[config.mk]
export PLATFORM = sky130hd
export DESIGN_NAME = cms_div
export DESIGN_NICKNAME = d
export VERILOG_FILES = /design/src/rtl/cms_pkg.sv /design/src/rtl/cms_div.sv
export SDC_FILE = /design/constraint.sdc
export NUM_CORES = 1
export LEC_CHECK = 0
export BUFFER_PORTS_ARGS = -buffer_cell sky130_fd_sc_hd__buf_2
export CAP_MARGIN = 20
export CORE_MARGIN = 3
export CORE_UTILIZATION = 50
export DETAILED_ROUTE_END_ITERATION = 6
export GPL_TIMING_DRIVEN = 1
export MAX_ROUTING_LAYER = met4
export PLACE_DENSITY = 0.72
export SLEW_MARGIN = 20
export SYNTH_ARGS = -nofsm -noshare
export SYNTH_HDL_FRONTEND = slang
export SYNTH_SLANG_ARGS = --single-unit
[constraint.sdc]
create_clock -name clk -period 2.6 [get_ports clk]
set_input_delay 0.26 -clock clk [delete_from_list [all_inputs] [get_ports clk]]
set_output_delay 0.26 -clock clk [all_outputs]
set_load 0.01 [all_outputs]
[src/rtl/cms_pkg.sv]
// Shared widths, state encoding and handshake structs for the cluster merge test.
// Used by cms_mul, cms_div and cluster_merge_similarity_test; depends on nothing.
package cms_pkg;

    localparam int CNT_W       = 16;             // member and bit counts on the ports
    localparam int SUM_W       = CNT_W + 1;      // combined size N and combined count L
    localparam int SH_W        = SUM_W + 1;      // L plus centroid, also N + 1
    localparam int DIVD_W      = SUM_W + 2;      // 2L + N
    localparam int DIVS_W      = SUM_W + 1;      // 2N
    localparam int DCNT_W      = $clog2(DIVD_W + 1);

    localparam int PS_W        = 30;             // plain sum
    localparam int PQ_W        = 47;             // plain square sum
    localparam int SS_W        = 31;             // shifted sum
    localparam int SQ_W        = 49;             // shifted square sum

    localparam int THR_W       = 17;
    localparam logic [THR_W-1:0] THR_RESET = 17'd45875;

    localparam int D_W         = SQ_W + 3;       // signed similarity denominator
    localparam int PD_W        = SQ_W + 1;       // signed similarity numerator
    localparam int P_W         = SQ_W;           // numerator magnitude
    localparam int Q_W         = SQ_W + 1;       // denominator magnitude

    localparam int SER_W       = Q_W;            // serial multiplier operand
    localparam int MUL_W       = 117;            // product width, largest term before scaling
    localparam int FRAC_SHIFT  = 15;             // 2 * 2^15 against a Q16 threshold
    localparam int ACC_W       = MUL_W + FRAC_SHIFT;

    typedef enum logic [4:0] {
        ST_IDLE,
        ST_COL_GO,
        ST_COL_WAIT,
        ST_SQ_GO,
        ST_SQ_WAIT,
        ST_D1_GO,
        ST_D1_WAIT,
        ST_D2_GO,
        ST_D2_WAIT,
        ST_T1A_GO,
        ST_T1A_WAIT,
        ST_T1B_GO,
        ST_T1B_WAIT,
        ST_T2A_GO,
        ST_T2A_WAIT,
        ST_T2B_GO,
        ST_T2B_WAIT,
        ST_T3A_GO,
        ST_T3A_WAIT,
        ST_T3B_GO,
        ST_T3B_WAIT,
        ST_RESULT
    } state_t;

    typedef struct packed {
        logic             start;
        logic [MUL_W-1:0] mcand;
        logic [SER_W-1:0] mplier;
    } mul_req_t;

    typedef struct packed {
        logic             busy;
        logic [MUL_W-1:0] prod;
    } mul_rsp_t;

    typedef struct packed {
        logic              start;
        logic [DIVD_W-1:0] dividend;
        logic [DIVS_W-1:0] divisor;
    } div_req_t;

    typedef struct packed {
        logic              busy;
        logic [DIVD_W-1:0] quot;
    } div_rsp_t;

    typedef struct packed {
        logic           p_neg;
        logic [P_W-1:0] p_mag;
        logic [Q_W-1:0] q_mag;
    } sim_t;

endpackage

[src/rtl/cms_div.sv]
// Restoring divider, one quotient bit per cycle, quotient shifted into the dividend register.
// Depends on cms_pkg for widths and the request/response structs.
module cms_div (
    input  logic              clk,
    input  logic              rst_n,
    input  cms_pkg::div_req_t req,
    output cms_pkg::div_rsp_t rsp
);
    import cms_pkg::*;

    localparam logic [DCNT_W-1:0] DIV_STEPS = DCNT_W'(DIVD_W);

    logic [DCNT_W-1:0] cnt_reg;
    logic [DIVS_W-1:0] rem_reg;
    logic [DIVD_W-1:0] dvd_reg;
    logic [DIVS_W-1:0] dvs_reg;

    logic [DIVS_W+1:0] trial;
    logic              fits;

    always_comb
    begin
        trial = {1'b0, rem_reg, dvd_reg[DIVD_W-1]} - {2'b00, dvs_reg};
        fits  = ~trial[DIVS_W+1];
    end

    always_ff @(posedge clk or negedge rst_n)
    begin
        if (!rst_n)
        begin
            cnt_reg <= '0;
            dvd_reg <= '0;
        end
        else if (req.start)
        begin
            cnt_reg <= DIV_STEPS;
            dvd_reg <= req.dividend;
        end
        else if (cnt_reg != '0)
        begin
            cnt_reg <= cnt_reg - DCNT_W'(1);
            dvd_reg <= {dvd_reg[DIVD_W-2:0], fits};
        end
    end

    always_ff @(posedge clk)
    begin
        if (req.start)
        begin
            rem_reg <= '0;
            dvs_reg <= req.divisor;
        end
        else if (cnt_reg != '0)
        begin
            // subtract when the trial remainder fits, otherwise shift the bit in
            rem_reg <= fits ? trial[DIVS_W-1:0] : {rem_reg[DIVS_W-2:0], dvd_reg[DIVD_W-1]};
        end
    end

    assign rsp.busy = (cnt_reg != '0);
    assign rsp.quot = dvd_reg;

`ifndef SYNTHESIS
    a_quot_hold: assert property (@(posedge clk) disable iff (!rst_n)
        cnt_reg == '0 && !req.start |=> $stable(dvd_reg))
        else $error("quotient changed while divider idle");
`endif

endmodule

==> metrics list, run 1 <==
* Register-to-register path setup slack: 0.18 ns
* Synth Area in Compound Gates: 0.219
* Via count of the first global-routing pass: 3,018
- Iter 0 DRT Violations: 174
- Largest net degree at the start of global routing: 37
- Dividing the detail-routed wire length by the instance count gives 15.2 um.
- Detailed-route via count: 3,092
- Worst hold slack across all endpoints: 0.0857 ns
* Number of flip-flops under the largest register name: 19
- The number of antenna violations at the first check in global routing is 0.
* Tightest Hold Check Type: input port to flop
- In this run the clock root is driven by a clkbuf_8.
* Main combinational cell family by area after synthesis: compound AO/OA/AOI/OAI gates
- Total track usage: 0.217
* CTS HTree Levels: 3
* Transition time at the pin with the least slew margin: 0.605 ns
- STA puts the critical path data required time at 2.83 ns.
* Final period util: 0.931
* Post-synth top area share: 0.165
* Remaining routing DRC violations: 0
- Total clock buffers created by CTS: 9
* Leakage power: 1.96 nW
* Element type at the critical path end: flop
- In this run the tightest slew margin relative to its limit is 0.593.
- Core occupancy in the finished layout: 0.620
- Global-route wire length before repair: 14.2 mm
- Routed via count divided by cell count: 5.64
- The congestion estimate from routability-driven global placement came to 0.899.
- Ranking of synthesized cells by area: dfrtp_1, edfxtp_1, dfxtp_1
- The core region is 6910 um^2.
* Power per unit of standard cell area: 904 nW/um^2
- The die is 91.3 um wide.
* Max-cap check violation count: 0
- TritonCTS built the clock tree.
* Final critical path time including I/O delays and setup: 2.42 ns
- End point of the worst hold path: dvs_reg[2]
- GR Overflow Total: 0
- Clock skew on the completed layout was measured at 0.00703 ns.
* R2r endpoint: rem_reg[10]
* Area growth, synth to finish: 17.8%
- Yosys warns: 0
* Cell type with the largest total area after synthesis: dfrtp_1
* Post-synth ARST share: 0.400
* Highest clock frequency the design can meet: 413 MHz
- Post-Synthesis Cell Area: 3640 um^2
- Of the total synthesized cell area, the portion taken by XOR and XNOR cells is 0.0265.
* Number of inserted diodes: 0
- Floorplan die height: 91.3 um
- Number of fill cells in the layout: 634
* Final-layout setup total negative slack: 0 ns
- The wire-length estimate of the detail-placed layout is 5.97 mm.
- The worst hold path begins at req[2].
- Share of total power in combinational logic: 0.460
- Initial Utilization: 0.526
- Proportion of synthesized area in mux cells: 0.0523
* Outcome: completed
- Max-slew violation total from the final report: 0
* Total count of hold-check failures in the final report: 0
- Clk_lat worst skew: 0.34 ns
- Critical setup path kind: flop to flop
- For the worst setup path, the data arrival time is 2.65 ns.
* Number of distinct library cell variants in the gate-level netlist after synthesis: 60
* Adder and majority gate portion of the synthesized area: 0.0743
* Total of flip-flops plus latches after synthesis: 60
* Clk sinks: 60
- Maximum vdd ir drop: 0.386 mV
- R2R cell count: 11
- Synthesized netlist net count: 443
* Clock slew at reported path FFs: 0.08 ns
- In this run the count of I/O pins placed on the die edge is 60.
- Before antenna repair, the detailed router went through 4 iterations.
- The most used flip-flop cell after synthesis is dfrtp_1.
- Number of nets in the layout: 508
- Clock share of power: 0.202
- In this run the deepest clock path goes through 2 buffers.
- Origin of the critical flop-to-flop path: dvd_reg[18]
- Setup repair after global routing missed its margin: false
* Number of enable-type register cells in the synthesized netlist: 18
* Area fraction in and, or, nand and nor cells after synthesis: 0.151
* Final setup vio count: 0
* Cells on Worst Hold Path: 1
* Antenna Nets Post-Route: 0
* Cell internal power dissipation: 2.31 mW
* Total chip power: 3.87 mW
* Worst Setup Start Kind: flop
- Of the total power, the share spent switching nets is 0.404.
- Avg Synthesized Cell Area: 9.52 um^2
* Net load switching power: 1.56 mW
- Post-detailed-routing wire length: 8.35 mm
- Layout cells sized above 1: 0.235
* Die area: 8330 um^2
- Of the total power, registers draw 0.337.
- Fraction of the yosys area taken by sequential cells: 0.413
- # port buffers: 59
* # rows: 30
- CP max FO: 5
- The cell count after synthesis came out at 382.
[routing by layer]
| metal | track usage | routed length (um) | part of all wire | up-vias |
|---|---|---|---|---|
| met4 | 0.0817 | 128 | 0.015 | 0 |
| li1 | - | - | - | 1531 |
| met2 | 0.330 | 3860 | 0.46 | 106 |
| met1 | 0.285 | 3810 | 0.46 | 1444 |
| met5 | - | 0 | 0 | - |
| met3 | 0.0464 | 552 | 0.066 | 11 |
[power by group through the flow]
stage                     logic, mW  clock network [mW]  registers, mW
after detailed placement       1.74                   0           1.32
after floorplan                1.33                   0           1.29
after global routing           1.98               0.848           1.33
after global placement         1.71                   0           1.31
final                          1.78               0.783           1.30
after CTS                      1.76               0.807           1.30
[worst max path at each step]
stage	to	slack, ns	from	depth (start not counted)
global route	rem_reg[10]	0.03	dvd_reg[18]	11
finish	rem_reg[10]	0.18	dvd_reg[18]	11
detailed placement	rem_reg[16]	0.18	dvd_reg[18]	11
floorplan	rem_reg[16]	0.18	dvd_reg[18]	10
global placement	rem_reg[16]	0.22	dvd_reg[18]	11
CTS	rem_reg[10]	0.14	dvd_reg[18]	11
[worst max-delay path, stage by stage, from the launching register on]
cell      delay (ns)
dfrtp_1         0.39
inv_1           0.08
ha_1            0.16
inv_1           0.05
fa_2            0.36
a211o_1         0.33
a21oi_1         0.13
buf_4           0.16
a211oi_1        0.10
or3_1           0.35
o211ai_1        0.10
a21oi_1         0.08
[cell type report]
| type | instances | area [um^2] | area share |
|---|---|---|---|
| Multi-Input combinational cell | 273 | 1930 | 0.450 |
| Sequential cell | 60 | 1500 | 0.351 |
| Timing Repair Buffer | 76 | 450 | 0.105 |
| Clock buffer | 9 | 124 | 0.0289 |
| Tap cell | 96 | 120 | 0.0280 |
| Inverter | 27 | 101 | 0.0237 |
| Clock inverter | 7 | 58.8 | 0.0137 |
[cell families (layout without fill, tap and decap cells)]
group                    count (synthesis)  after routing
AO/OA/AOI/OAI                          111            111
AND/OR/NAND/NOR                        111            111
flip-flops                              60             60
buffers and inverters                   49            119
adder cells (fa/ha/maj)                 21             21
multiplexers                            19             19
XOR/XNOR                                11             11
[cell usage in the layout, fill, tap and decap left out, drive strengths merged, types with 2 or more instances in the layout]
cell type	Yosys	final
buf	13	75
nand2	36	36
o21ai	33	33
inv	27	31
dfrtp	24	24
ha	20	20
mux2i	19	19
nor2	18	18
edfxtp	18	18
dfxtp	18	18
nand3	18	18
a21oi	14	14
and3	11	11
a21o	10	10
nor3	10	10
clkbuf	9	9
o211ai	8	8
a211oi	7	7
a311oi	7	7
a31oi	6	6
o31ai	6	6
xnor2	6	6
xor2	5	5
or3	4	4
nor4	3	3
o21a	3	3
nand2b	2	2
o211a	2	2
and2	2	2
a211o	2	2
a41oi	2	2
o22ai	2	2
a221o	2	2
clkinvlp	0	2
nor2b	2	2
a31o	2	2
[synthesized netlist by cell type, types with 5 or more instances]
master and count:
a211oi_1 6, a21o_1 10, a21oi_1 12, a311oi_1 5, a31oi_1 6, and3_1 11
buf_2 7, clkbuf_1 9, dfrtp_1 24, dfxtp_1 18, edfxtp_1 18, ha_1 20
inv_1 27, mux2i_1 19, nand2_1 35, nand3_1 16, nor2_1 18, nor3_1 10
o211ai_1 8, o21ai_0 29, o31ai_1 6, xnor2_1 6, xor2_1 5
[through the flow]
step | worst slack (ns) | instance area (um^2) | cells
after floorplan | 0.179 | 3640 | 382
after global placement | 0.223 | 4080 | 531
after detailed placement | 0.175 | 4080 | 531
after CTS | 0.139 | 4270 | 548
after global routing | 0.0341 | 4280 | 548
final | 0.180 | 4280 | 548
[repair_timing]
item / CTS / global route
buffers inserted: 0 / 0
gates resized for setup: 0 / 2
hold buffers: 1 / 0
endpoints found under the hold margin: 24 / 0
endpoints found under the setup margin: 0 / 5
No activity file was read; power rests on OpenSTA's default activity.
==> inputs of run 2 (changes only) <==
- CORE_UTILIZATION: 50 -> 55
- PLACE_DENSITY: 0.72 -> 0.78
==> metrics list, run 2 (same netlist as run 1, synthesis figures left out) <==
- The number of filler cells placed in the layout is 484 (was 634).
- The clock-pin slew of the registers on the worst-case setup and hold paths came to 0.07 ns (was 0.08 ns).
- Initial antenna violation count: 0 (unchanged)
* Capture point of the worst path: rem_reg[14] (was rem_reg[10])
* Skew final: 0.00892 ns (was 0.00703 ns)
* Power per unit of standard cell area: 929 nW/um^2 (was 904 nW/um^2)
* Initial Utilization: 0.590 (was 0.526)
* Number of nets in the layout: 509 (was 508)
- Post-detailed-routing wire length: 8.49 mm (was 8.35 mm)
- The most numerous cell type found on the critical path is inv_1.
* Outcome: completed (unchanged)
* Number of detailed-route iterations in the first pass: 5 (was 4)
- Placed cell area: 4060 um^2 (was 4080 um^2)
- The number of buffers between clock root and the deepest sink came to 2 (unchanged).
- The number of global-route vias before repair was 3,096 (was 3,018).
- The average wire per cell in the routed design was 16.1 um (was 15.2 um).
- HPWL after detailed placement: 6.06 mm (was 5.97 mm)
* Chip Width: 87.3 um (was 91.3 um)
- Final critical path time including I/O delays and setup: 2.45 ns (was 2.42 ns)
- The total overflow reported by the global router was 0 (unchanged).
- The final count of negative-setup-slack endpoints came to 0 (unchanged).
- Sum of met3 wire segment lengths after detailed routing: 675 um (was 552 um)
- The final count of pins violating max slew was 0 (unchanged).
* GPL Wtd Cong: 0.911 (was 0.899)
- Maximum vdd ir drop: 0.568 mV (was 0.386 mV)
* Master of the slowest instance on the critical path: a2111oi_2 (was dfrtp_1)
- The worst-case headroom to the max-slew limit came to 0.609 (was 0.593).
- Most frequent cells in the layout: buf_2, nand2_1, o21ai_0 (unchanged)
* Number of inserted diodes: 0 (unchanged)
- The final-layout setup total negative slack came to 0 ns (unchanged).
- Element type at the critical path end: flop (unchanged)
- The via-per-instance ratio is 5.99 (was 5.64).
- Area growth, synth to finish: 17.9% (was 17.8%)
- The number of buffer and inverter stages on the critical path was 3 (unchanged).
- Leakage power: 1.99 nW (was 1.96 nW)
* Final period util: 0.941 (was 0.931)
* R2r endpoint: rem_reg[14] (was rem_reg[10])
- The remaining design rule violation count is 0 (unchanged).
* Critical Path RT: 2.86 ns (was 2.83 ns)
- Final setup margin: 0.153 ns (was 0.180 ns)
* Pre-CTS setup slack: 0.139 ns (was 0.175 ns)
- The placeable core region is 6170 um^2 (was 6910 um^2).
- Critical setup path kind: flop to flop (unchanged)
- Area taken by flip-flops and latches: 1500 um^2 (unchanged)
- Wire length on met1: 3.72 mm (was 3.81 mm)
* Clk sinks: 60 (unchanged)
- The count of standard-cell rows came to 28 (was 30).
- Register-to-register path setup slack: 0.15 ns (was 0.18 ns)
- The worst setup path startpoint was dvd_reg[18] (unchanged).
- Layout Cell Area excl Fill: 4290 um^2 (was 4280 um^2)
- The depth of the most critical reg-to-reg path was 11 (unchanged).
* Number of flip-flops under the largest register name: 19 (unchanged)
- The actual slew at the worst max-slew pin was 0.585 ns (was 0.605 ns).
- Core occupancy in the finished layout: 0.695 (was 0.620)
- Setup repair after global routing missed its margin: true (was false).
* Leading cell type in the layout, fill and taps excluded: buf_2 (unchanged)
* Tightest Hold Check Type: input port to flop (unchanged)
* Max-cap check violation count: 0 (unchanged)
- Critical Path Stages: 11 (unchanged)
* Highest clock frequency the design can meet: 409 MHz (was 413 MHz)
* Ports: 60 (unchanged)
- Total count of hold-check failures in the final report: 0 (unchanged)
- Antenna Nets Post-Route: 0 (unchanged)
- Critical hold path startpoint: req[0] (was req[2])
- The highest signal layer in the routed design is met4 (unchanged).
- CP max FO: 5 (unchanged)
* Origin of the critical flop-to-flop path: dvd_reg[18] (unchanged)
- Cell type group with the largest total delay on the critical path: compound AO/OA/AOI/OAI gates (unchanged)
- The length of routed met2 wiring is 3.95 mm (was 3.86 mm).
- Total track usage: 0.250 (was 0.217)
- Detailed-route via count: 3,162 (was 3,092)
- The CTS H-tree depth was 3 (unchanged).
- The die area is 7620 um^2 (was 8330 um^2).
* Clock tree root driver cell: clkbuf_8 (unchanged)
- Clk_lat worst skew: 0.35 ns (was 0.34 ns)
- Floorplan die height: 87.3 um (was 91.3 um)
- Layout cells sized above 1: 0.238 (was 0.235)
* Total clock buffers created by CTS: 9 (unchanged)
- The critical path arrival came to 2.71 ns (was 2.65 ns).
* Iter 0 DRT Violations: 223 (was 174)
- Worst Setup Start Kind: flop (unchanged)
- The largest stage delay on the critical path came to 0.49 ns (was 0.39 ns).
* # port buffers: 59 (unchanged)
* Ordered cell list for the critical path: inv_1 > ha_1 > inv_1 > fa_2 > a211o_1 > a21oi_2 > buf_4 > a2111oi_2 > o22ai_1 > xor2_1 > o31ai_1 (was inv_1 > ha_1 > inv_1 > fa_2 > a211o_1 > a21oi_1 > buf_4 > a211oi_1 > or3_1 > o211ai_1 > a21oi_1)
* Area of the multi-input gates: 1920 um^2 (was 1930 um^2)
* Global-route wire length before repair: 14.3 mm (was 14.2 mm)
- Largest net degree at the start of global routing: 38 (was 37)
* TritonCTS clock tree: yes (unchanged)
[run 2: area by class of cell]
cell class                 count  share of cell area
timing repair buffer          77               0.107
clock inverter                 4             0.00584
sequential                    60               0.350
inverter                      27              0.0236
multi-input combinational    273               0.448
tap                           75              0.0219
clock buffer                  12              0.0438
[run 2: stage by stage]
stage               power [mW]  cells  hold slack (ns)
global route              4.26    528           0.0527
global placement          3.04    511            0.258
CTS                       3.97    528           0.0644
finish                    3.98    528           0.0821
floorplan                 2.62    382          -0.0356
detailed placement        3.08    511            0.264
[run 2: power breakdown]
group	internal [mW]	switching [mW]
combinational	0.801	1.00
clock	0.488	0.385
sequential	1.15	0.154
[run 2: repair_timing]
item,CTS,global route
buffers inserted,0,0
setup endpoints to repair,0,5
resized for setup,0,2
endpoints found under the hold margin,24,0
hold buffers,1,0
[run 2: worst min path at each step]
stage | endpoint | cells after the start | slack, ns
finish | dvs_reg[0] | 1 | 0.08
global route | dvs_reg[0] | 1 | 0.05
CTS | dvs_reg[0] | 1 | 0.06
detailed placement | dvd_reg[6] | 1 | 0.26
global placement | dvd_reg[6] | 1 | 0.26
floorplan | cnt_reg[0] | 0 | -0.04
[run 2: per-layer routing]
metal,GRT usage,up-vias
met5,-,-
met4,0.0921,0
met3,0.0757,19
met2,0.390,142
met1,0.305,1470
li1,-,1531
[run 2: worst register-to-register path: stages (launching register included)]
cell and delay (ns):
dfrtp_1 0.37, inv_1 0.07, ha_1 0.21, inv_1 0.07
fa_2 0.22, a211o_1 0.16, a21oi_2 0.06, buf_4 0.15
a2111oi_2 0.49, o22ai_1 0.18, xor2_1 0.17, o31ai_1 0.20
